===== src/hw/rtl/xbl_pkg.sv =====
// xbl_pkg: shared types, constants and the character map of the keyed
// base64url line encoder
// no dependencies
package xbl_pkg;

    // configuration register indexes
    localparam int unsigned CFG_IDX_BITS = 1;
    localparam logic [CFG_IDX_BITS-1:0] CFG_KEY_WORD   = 1'b0;
    localparam logic [CFG_IDX_BITS-1:0] CFG_LINE_WIDTH = 1'b1;

    // register reset values
    localparam logic [15:0] KEY_WORD_RST   = 16'h07D2;
    localparam logic [7:0]  LINE_WIDTH_RST = 8'd76;
    localparam int unsigned LINE_W_BITS    = 8;

    // character codes
    localparam logic [7:0] CHAR_NEWLINE = 8'h0A;
    localparam logic [7:0] CHAR_UPPER_A = 8'h41;
    localparam logic [7:0] CHAR_LOWER_A = 8'h61;
    localparam logic [7:0] CHAR_DIGIT_0 = 8'h30;
    localparam logic [7:0] CHAR_DASH    = 8'h2D;
    localparam logic [7:0] CHAR_UNDER   = 8'h5F;

    // results per input byte
    localparam int unsigned MAX_RES  = 4;
    localparam int unsigned RES_IDX  = 2;
    localparam int unsigned RES_CNT  = 3;

    // position inside a three-byte group
    typedef enum logic [1:0] {
        PH_0 = 2'd0,
        PH_1 = 2'd1,
        PH_2 = 2'd2
    } t_phase;

    // one output character with its end flag
    typedef struct packed {
        logic [7:0] ch;
        logic       msg_end;
    } t_entry;

    // all results of one byte
    typedef struct packed {
        t_entry [MAX_RES-1:0] ent;
        logic [RES_CNT-1:0]   cnt;
    } t_expand;

    // url-safe base64 alphabet
    function automatic logic [7:0] b64_char(input logic [5:0] v);
        logic [7:0] r;
        if (v < 6'd26) begin
            r = CHAR_UPPER_A + {2'b00, v};
        end else if (v < 6'd52) begin
            r = CHAR_LOWER_A + {2'b00, v} - 8'd26;
        end else if (v < 6'd62) begin
            r = CHAR_DIGIT_0 + {2'b00, v} - 8'd52;
        end else if (v == 6'd62) begin
            r = CHAR_DASH;
        end else begin
            r = CHAR_UNDER;
        end
        return r;
    endfunction

endpackage


===== src/hw/rtl/xbl_cfg_regs.sv =====
// xbl_cfg_regs: key and line width registers behind the write port
// depends on xbl_pkg
module xbl_cfg_regs (
    input  logic                             i_clk,
    input  logic                             i_rst_n,
    input  logic                             i_cfg_valid,
    output logic                             o_cfg_ready,
    input  logic [xbl_pkg::CFG_IDX_BITS-1:0] i_cfg_index,
    input  logic [15:0]                      i_cfg_data,
    output logic [15:0]                      o_key_word,
    output logic [xbl_pkg::LINE_W_BITS-1:0]  o_line_width
);
    import xbl_pkg::*;

    logic [15:0]            r_key_word;
    logic [LINE_W_BITS-1:0] r_line_width;

    // writes are always taken
    assign o_cfg_ready = 1'b1;

    // register write
    always_ff @(posedge i_clk) begin
        if (!i_rst_n) begin
            r_key_word   <= KEY_WORD_RST;
            r_line_width <= LINE_WIDTH_RST;
        end else if (i_cfg_valid) begin
            case (i_cfg_index)
                CFG_KEY_WORD:   r_key_word   <= i_cfg_data;
                CFG_LINE_WIDTH: r_line_width <= i_cfg_data[LINE_W_BITS-1:0];
                default: ;
            endcase
        end
    end

    assign o_key_word   = r_key_word;
    assign o_line_width = r_line_width;

endmodule


===== src/hw/rtl/xbl_expand.sv =====
// xbl_expand: stream state and the expansion of one byte into its characters
// depends on xbl_pkg
module xbl_expand #(
    parameter int unsigned COLUMN_BITS = 8
) (
    input  logic                            i_clk,
    input  logic                            i_rst_n,
    input  logic                            i_adv,
    input  logic [7:0]                      i_data_byte,
    input  logic                            i_last_byte,
    input  logic [15:0]                     i_key_word,
    input  logic [xbl_pkg::LINE_W_BITS-1:0] i_line_width,
    output xbl_pkg::t_expand                o_exp
);
    import xbl_pkg::*;

    localparam int unsigned CMP_W =
        (COLUMN_BITS > LINE_W_BITS) ? COLUMN_BITS : LINE_W_BITS;

    t_phase                 r_phase,  n_phase;
    logic [3:0]             r_left,   n_left;
    logic                   r_parity, n_parity;
    logic [COLUMN_BITS-1:0] r_col,    n_col;

    logic [7:0]             kb;
    logic [7:0]             b;
    logic [5:0]             sa;
    logic [5:0]             sb;
    logic                   has_b;
    logic [COLUMN_BITS-1:0] col_a;
    logic [COLUMN_BITS-1:0] col_ma;
    logic [COLUMN_BITS-1:0] col_b;
    logic                   nl_a;
    logic                   nl_b;
    logic                   tail_nl;
    logic [RES_CNT-1:0]     n;
    logic [RES_CNT-1:0]     n_tail;
    t_expand                exp_c;

    // xor with key, split into sextets
    always_comb begin
        kb    = r_parity ? i_key_word[7:0] : i_key_word[15:8];
        b     = i_data_byte ^ kb;
        sa    = 6'd0;
        sb    = 6'd0;
        has_b = 1'b0;
        n_left  = 4'd0;
        n_phase = PH_0;
        case (r_phase)
            PH_0: begin
                sa      = b[7:2];
                sb      = {b[1:0], 4'b0000};
                has_b   = i_last_byte;
                n_left  = {2'b00, b[1:0]};
                n_phase = PH_1;
            end
            PH_1: begin
                sa      = {r_left[1:0], b[7:4]};
                sb      = {b[3:0], 2'b00};
                has_b   = i_last_byte;
                n_left  = b[3:0];
                n_phase = PH_2;
            end
            PH_2: begin
                sa      = {r_left, b[7:6]};
                sb      = b[5:0];
                has_b   = 1'b1;
                n_left  = 4'd0;
                n_phase = PH_0;
            end
            default: begin
                sa      = 6'd0;
                sb      = 6'd0;
                has_b   = 1'b0;
                n_left  = 4'd0;
                n_phase = PH_0;
            end
        endcase
    end

    // column tracking and line breaks
    always_comb begin
        col_a  = r_col + 1'b1;
        nl_a   = CMP_W'(col_a) >= CMP_W'(i_line_width);
        col_ma = nl_a ? '0 : col_a;
        col_b  = col_ma + 1'b1;
        nl_b   = CMP_W'(col_b) >= CMP_W'(i_line_width);
        if (has_b) begin
            n_col = nl_b ? '0 : col_b;
        end else begin
            n_col = col_ma;
        end
    end

    // pack the character list
    always_comb begin
        exp_c   = '0;
        n       = '0;
        tail_nl = 1'b0;
        exp_c.ent[n[RES_IDX-1:0]].ch = b64_char(sa);
        n       = n + 1'b1;
        if (nl_a) begin
            exp_c.ent[n[RES_IDX-1:0]].ch = CHAR_NEWLINE;
            n       = n + 1'b1;
            tail_nl = 1'b1;
        end
        if (has_b) begin
            exp_c.ent[n[RES_IDX-1:0]].ch = b64_char(sb);
            n       = n + 1'b1;
            tail_nl = 1'b0;
            if (nl_b) begin
                exp_c.ent[n[RES_IDX-1:0]].ch = CHAR_NEWLINE;
                n       = n + 1'b1;
                tail_nl = 1'b1;
            end
        end
        n_tail = n - 1'b1;
        if (i_last_byte) begin
            if (tail_nl) begin
                exp_c.ent[n_tail[RES_IDX-1:0]].msg_end = 1'b1;
            end else begin
                exp_c.ent[n[RES_IDX-1:0]].ch      = CHAR_NEWLINE;
                exp_c.ent[n[RES_IDX-1:0]].msg_end = 1'b1;
                n = n + 1'b1;
            end
        end
        exp_c.cnt = n;
    end

    assign o_exp    = exp_c;
    assign n_parity = ~r_parity;

    // stream state, back to reset after the final byte
    always_ff @(posedge i_clk) begin
        if (!i_rst_n) begin
            r_phase  <= PH_0;
            r_left   <= 4'd0;
            r_parity <= 1'b0;
            r_col    <= '0;
        end else if (i_adv) begin
            if (i_last_byte) begin
                r_phase  <= PH_0;
                r_left   <= 4'd0;
                r_parity <= 1'b0;
                r_col    <= '0;
            end else begin
                r_phase  <= n_phase;
                r_left   <= n_left;
                r_parity <= n_parity;
                r_col    <= n_col;
            end
        end
    end

endmodule


===== src/hw/rtl/xbl_out_buf.sv =====
// xbl_out_buf: result buffer holding one byte's characters, sent one per cycle unless stalled
// depends on xbl_pkg
module xbl_out_buf (
    input  logic             i_clk,
    input  logic             i_rst_n,
    input  logic             i_load,
    input  xbl_pkg::t_expand i_exp,
    output logic             o_free,
    output logic             o_out_valid,
    input  logic             i_out_stall,
    output logic [7:0]       o_out_char,
    output logic             o_run_last,
    output logic             o_message_end
);
    import xbl_pkg::*;

    t_entry [MAX_RES-1:0] r_ent;
    logic [RES_CNT-1:0]   r_cnt;
    logic [RES_IDX-1:0]   r_rd_idx;
    logic                 r_valid;
    logic                 is_last;
    logic                 take;
    logic [RES_CNT-1:0]   cnt_m1;

    assign cnt_m1  = r_cnt - 1'b1;
    assign is_last = ({1'b0, r_rd_idx} == cnt_m1);
    assign take    = r_valid && !i_out_stall;
    assign o_free  = !r_valid || (take && is_last);

    // control: fill on load, step on each taken request
    always_ff @(posedge i_clk) begin
        if (!i_rst_n) begin
            r_valid  <= 1'b0;
            r_rd_idx <= '0;
        end else if (i_load) begin
            r_valid  <= 1'b1;
            r_rd_idx <= '0;
        end else if (take) begin
            if (is_last) begin
                r_valid <= 1'b0;
            end else begin
                r_rd_idx <= r_rd_idx + 1'b1;
            end
        end
    end

    // payload
    always_ff @(posedge i_clk) begin
        if (i_load) begin
            r_ent <= i_exp.ent;
            r_cnt <= i_exp.cnt;
        end
    end

    assign o_out_valid   = r_valid;
    assign o_out_char    = r_ent[r_rd_idx].ch;
    assign o_message_end = r_ent[r_rd_idx].msg_end;
    assign o_run_last    = is_last;

    // checks
    a_idx_in_range: assert property (@(posedge i_clk) disable iff (!i_rst_n)
        r_valid |-> ({1'b0, r_rd_idx} < r_cnt))
        else $error("read index past character count");
    a_end_is_newline: assert property (@(posedge i_clk) disable iff (!i_rst_n)
        (r_valid && o_message_end) |-> (o_run_last && o_out_char == CHAR_NEWLINE))
        else $error("message end not on final newline");
    a_load_when_free: assert property (@(posedge i_clk) disable iff (!i_rst_n)
        i_load |-> o_free)
        else $error("buffer loaded while still busy");
    a_load_restarts: assert property (@(posedge i_clk) disable iff (!i_rst_n)
        i_load |=> (r_valid && r_rd_idx == '0))
        else $error("load did not restart the buffer");

endmodule


===== src/hw/rtl/xor_base64url_line_encoder_top.sv =====
// a taken byte is held in the input register, then its characters go to the result buffer
// throughput: one output character per cycle while not stalled, so a byte gives 1 to 4
// characters (about 1.33 plus newlines on average), set by the single output character port
// a new byte is taken every cycle its predecessor's last character leaves
// reset: synchronous active-low; clears stream state and buffers, key 0x07D2, width 76
module xor_base64url_line_encoder_top #(
    parameter int unsigned COLUMN_BITS = 8
) (
    input  logic                             i_clk,
    input  logic                             i_rst_n,
    input  logic                             i_in_valid,
    output logic                             o_in_stall,
    input  logic [7:0]                       i_data_byte,
    input  logic                             i_last_byte,
    output logic                             o_out_valid,
    input  logic                             i_out_stall,
    output logic [7:0]                       o_out_char,
    output logic                             o_run_last,
    output logic                             o_message_end,
    input  logic                             i_cfg_valid,
    output logic                             o_cfg_ready,
    input  logic [xbl_pkg::CFG_IDX_BITS-1:0] i_cfg_index,
    input  logic [15:0]                      i_cfg_data
);
    import xbl_pkg::*;

    logic                   r_in_valid;
    logic [7:0]             r_in_byte;
    logic                   r_in_last;
    logic [15:0]            key_word;
    logic [LINE_W_BITS-1:0] line_width;
    logic                   buf_free;
    logic                   adv;
    logic                   in_take;
    t_expand                exp_w;

    // configuration registers
    xbl_cfg_regs u_cfg (
        .i_clk        (i_clk),
        .i_rst_n      (i_rst_n),
        .i_cfg_valid  (i_cfg_valid),
        .o_cfg_ready  (o_cfg_ready),
        .i_cfg_index  (i_cfg_index),
        .i_cfg_data   (i_cfg_data),
        .o_key_word   (key_word),
        .o_line_width (line_width)
    );

    // input register handshake
    assign adv        = r_in_valid && buf_free;
    assign o_in_stall = r_in_valid && !buf_free;
    assign in_take    = i_in_valid && !o_in_stall;

    always_ff @(posedge i_clk) begin
        if (!i_rst_n) begin
            r_in_valid <= 1'b0;
        end else if (in_take) begin
            r_in_valid <= 1'b1;
        end else if (adv) begin
            r_in_valid <= 1'b0;
        end
    end

    always_ff @(posedge i_clk) begin
        if (in_take) begin
            r_in_byte <= i_data_byte;
            r_in_last <= i_last_byte;
        end
    end

    // byte to character list
    xbl_expand #(
        .COLUMN_BITS (COLUMN_BITS)
    ) u_expand (
        .i_clk        (i_clk),
        .i_rst_n      (i_rst_n),
        .i_adv        (adv),
        .i_data_byte  (r_in_byte),
        .i_last_byte  (r_in_last),
        .i_key_word   (key_word),
        .i_line_width (line_width),
        .o_exp        (exp_w)
    );

    // result buffer and output port
    xbl_out_buf u_out (
        .i_clk         (i_clk),
        .i_rst_n       (i_rst_n),
        .i_load        (adv),
        .i_exp         (exp_w),
        .o_free        (buf_free),
        .o_out_valid   (o_out_valid),
        .i_out_stall   (i_out_stall),
        .o_out_char    (o_out_char),
        .o_run_last    (o_run_last),
        .o_message_end (o_message_end)
    );

endmodule

===== config.mk =====
export PLATFORM = sky130hd
export DESIGN_NAME = xor_base64url_line_encoder_top
export DESIGN_NICKNAME = d
export VERILOG_FILES = /design/src/hw/rtl/xbl_pkg.sv /design/src/hw/rtl/xbl_cfg_regs.sv /design/src/hw/rtl/xbl_expand.sv /design/src/hw/rtl/xbl_out_buf.sv /design/src/hw/rtl/xor_base64url_line_encoder_top.sv
export SDC_FILE = /design/constraint.sdc
export NUM_CORES = 1
export LEC_CHECK = 0
export BUFFER_PORTS_ARGS = -buffer_cell sky130_fd_sc_hd__buf_2
export CORE_MARGIN = 2
export CORE_UTILIZATION = 55
export DETAILED_ROUTE_END_ITERATION = 12
export HOLD_SLACK_MARGIN = 0.12
export PLACE_DENSITY = 0.82
export SETUP_SLACK_MARGIN = 0.02
export SKIP_LAST_GASP = 1
export SLEW_MARGIN = 10
export SYNTH_ARGS = -nofsm -noshare
export SYNTH_HDL_FRONTEND = slang
export SYNTH_SLANG_ARGS = --single-unit

===== constraint.sdc =====
create_clock -name i_clk -period 6.5 [get_ports i_clk]
set_input_delay 0.325 -clock i_clk [delete_from_list [all_inputs] [get_ports i_clk]]
set_output_delay 0.325 -clock i_clk [all_outputs]
set_load 0.01 [all_outputs]

==> results.ini <==
[place]
place.port_buffers=42
place_inst=801
gp_routability_congestion=0.942
dp_hpwl_mm=9.70

[clock_network]
clkSlewWorstSetupHoldPaths_ns=0.09
clock_tree.buffer_depth=2
clock_tree.htree_level_count=3
clock_sink_count=83
post-cts-setup-buffers=0
clock_tree_from_tritoncts=built
cts_root_buf=clkbuf_8
clock_latency_ns=0.34
cts_made_buffers=9

[yosys]
ys_types=67
synth_seq_area_share_pct=36.0
synth_net_count=729
post_synthesis_register_bit_count=83
ys_dominant_reg_cell=dfxtp_1
synthesis.instances=658
avgSynthCellArea_um2=8.71
synth-edff-count=40
async_reset_ff_share_pct=0
syn-cell-area_um2=5730
yosysWarnings=0

[timing]
achievable-frequency_ghz=0.168
worst_slew_margin_rel_pct=27.5
drv_slew=0
final.period_utilization_pct=91.6
report.final.hold_viol_count=0
worstMarginPinSlew_ns=1.09
report.final.setup_viol=0
rsz0062_at_grt=no
final_setup_skew_ns=0.0110
setup_total_neg_slack_ns=0
post-route-min-period_ns=5.95

[drt]
drtAntennaViolNets=0
drtIter0Drc=397
via_count=4780
first_pass_iters=8
drt-vias-per-instance=5.85
met3_wl_post_dr_um=535
post-route-drc-count=0
wl_met1_mm=6.17
routed_wl_mm=12.9
highest-signal-layer=met4
wire_per_inst_um=15.8
routed-wl-met2_mm=6.08

[grt]
first_global_vias=4369
groute.usage.overall_pct=23.6
global_route.overflow_total=0
grt_max_degree=37
wire_length_of_the_first_global_routing_pass_mm=21.6
grt_antenna_before_repair=0

[die]
floorplan.initialDensity_pct=56.0
die_area_um2=11200
fp.coreArea_um2=10200
boundary_pin_count=44
die_y_um=106
die-width_um=106
row_count=37

[power]
power.static_leakage_nw=2.49
irDropWorstVdd_v=0.000130
power_density_nw_per_um2=200

[cells_and_area]
post_route_cells_drive_above_1_share_pct=11.5
most-common-layout-cells=98 x nand2_1, 43 x nor2_1, 43 x dfxtp_1
stdcell_count=817
area_delta_synth_final_pct=8.15
final_common_cell=nand2_1
fill_cells=873
antenna_cells_inserted=0
num-nets-final=747

[run_status]
status=completed

[job]
drv.max_cap_violation_count=0

[critical_path]
worst_r2r_path_depth=24
worstPathArrival_ns=6.02
worstPathMaxFanout=10
crit_start=u_expand.r_col[0]$_SDFFE_PN0P_
cp-endpoint=u_out.r_ent[24]$_DFFE_PP_
critPathCaptureType=register
startpoint_type=register
worst_r2r_endpoint=u_out.r_ent[24]$_DFFE_PP_
reg2reg_setup_slack_ns=0.55
timing.setup.critical_path_class=register to register
timing.critical_path.required_ns=6.57
worst_r2r_startpoint=u_expand.r_col[0]$_SDFFE_PN0P_

[hold_path]
hold_path.startpoint=i_data_byte[5]
timing.hold.worst.class=input pin to register

[cell families after synthesis]
family | Yosys count | share of synthesized area, %
compound gates | 151 | 17.9
xor+xnor | 36 | 5.77
simple gates | 252 | 20.9
mux | 29 | 5.92
fa+ha+maj | 40 | 8.74
buf+inv | 66 | 4.67
other cells | 1 | 0.0655
flops | 83 | 36.0
[routing by layer]
metal	global-route usage [%]	vias up
li1	-	2379
met1	34.1	2254
met2	38.4	132
met3	3.31	15
met4	4.04	0
met5	0	-
[worst max-delay path: stages, from the launching register on]
cell      delay (ns)
dfxtp_1         0.48
ha_1            0.24
nand3_1         0.13
xor2_1          0.36
inv_1           0.15
ha_1            0.21
a21o_1          0.16
a21o_1          0.20
a221oi_4        0.44
inv_1           0.12
nor2_1          0.22
ha_1            0.25
nand3_1         0.14
nor3_1          0.28
xnor2_1         0.18
nor2_1          0.06
ha_1            0.19
a2111o_1        0.34
a31oi_1         0.14
o21a_1          0.21
nor2_2          0.13
ha_1            0.31
nand2b_1        0.27
o31ai_4         0.35
nor3_1          0.11
[through the flow]
stage                     utilization [%]  total power, W  hold slack [ns]  setup slack, ns  instance area [µm²]
final                                60.6         0.00124            0.148            0.545                 6200
after global placement               58.3        0.000872            0.451            0.660                 5970
after global routing                 60.6         0.00129            0.139           0.0680                 6200
after CTS                            60.1         0.00124            0.145            0.224                 6150
after floorplan                         -        0.000812            0.424             1.18                 5730
after detailed placement             58.3        0.000879            0.457            0.294                 5970
[registers in the layout (all words and copies together), names as in the netlist]
name	cells
u_out.r_ent	29
u_cfg.o_key_word	16
r_in_byte	8
u_cfg.o_line_width	8
u_expand.r_col	8
u_expand.r_left	4
u_expand.r_phase	2
u_out.r_cnt	2
u_out.r_rd_idx	2
r_in_last	1
r_in_valid	1
u_expand.r_parity	1
u_out.o_out_valid	1
[report_power, final]
part	switching (W)	internal, W	total [W]
combinational	0.000166	0.000107	0.000273
sequential	0.0000208	0.000579	0.000600
clock	0.000186	0.000178	0.000365
[how the worst min path moves through the flow]
stage                                         to  depth (start not counted)
2_1_floorplan             r_in_byte[0]$_DFFE_PP_                          0
5_1_grt                   r_in_byte[4]$_DFFE_PP_                          1
3_3_place_gp    u_cfg.o_key_word[9]$_SDFFE_PN1P_                          2
4_1_cts                   r_in_byte[5]$_DFFE_PP_                          1
3_5_place_dp   u_cfg.o_key_word[14]$_SDFFE_PN0P_                          2
6_report                  r_in_byte[5]$_DFFE_PP_                          1
[cell type report]
| cell class | instances | area, µm² | share of cell area (%) |
|---|---|---|---|
| multi-input combinational | 509 | 3440 | 55.6 |
| tap | 136 | 170 | 2.75 |
| clock buffer | 12 | 135 | 2.18 |
| inverter | 29 | 109 | 1.76 |
| timing repair buffer | 44 | 225 | 3.63 |
| clock inverter | 4 | 51.3 | 0.828 |
| sequential | 83 | 2060 | 33.3 |
[cell usage after synthesis (14+ instances only)]
master	instances	area (µm²)
nor2_1	44	165
dfxtp_1	43	861
xnor2_1	18	158
xor2_1	16	140
edfxtp_1	40	1200
mux2i_1	21	210
nand3_1	19	95.1
nand2_1	98	368
a21oi_1	29	145
clkbuf_1	26	97.6
ha_1	40	500
o21ai_0	30	150
nor3_1	19	95.1
nor2b_1	19	119
inv_1	29	109
a21boi_0	14	105
[what timing repair did]
item / 4_1_cts / 5_1_grt
gates resized for setup: 0 / 7
hold buffers: 0 / 0
setup endpoints to repair: 0 / 15
(Power assumes the default switching activity.)
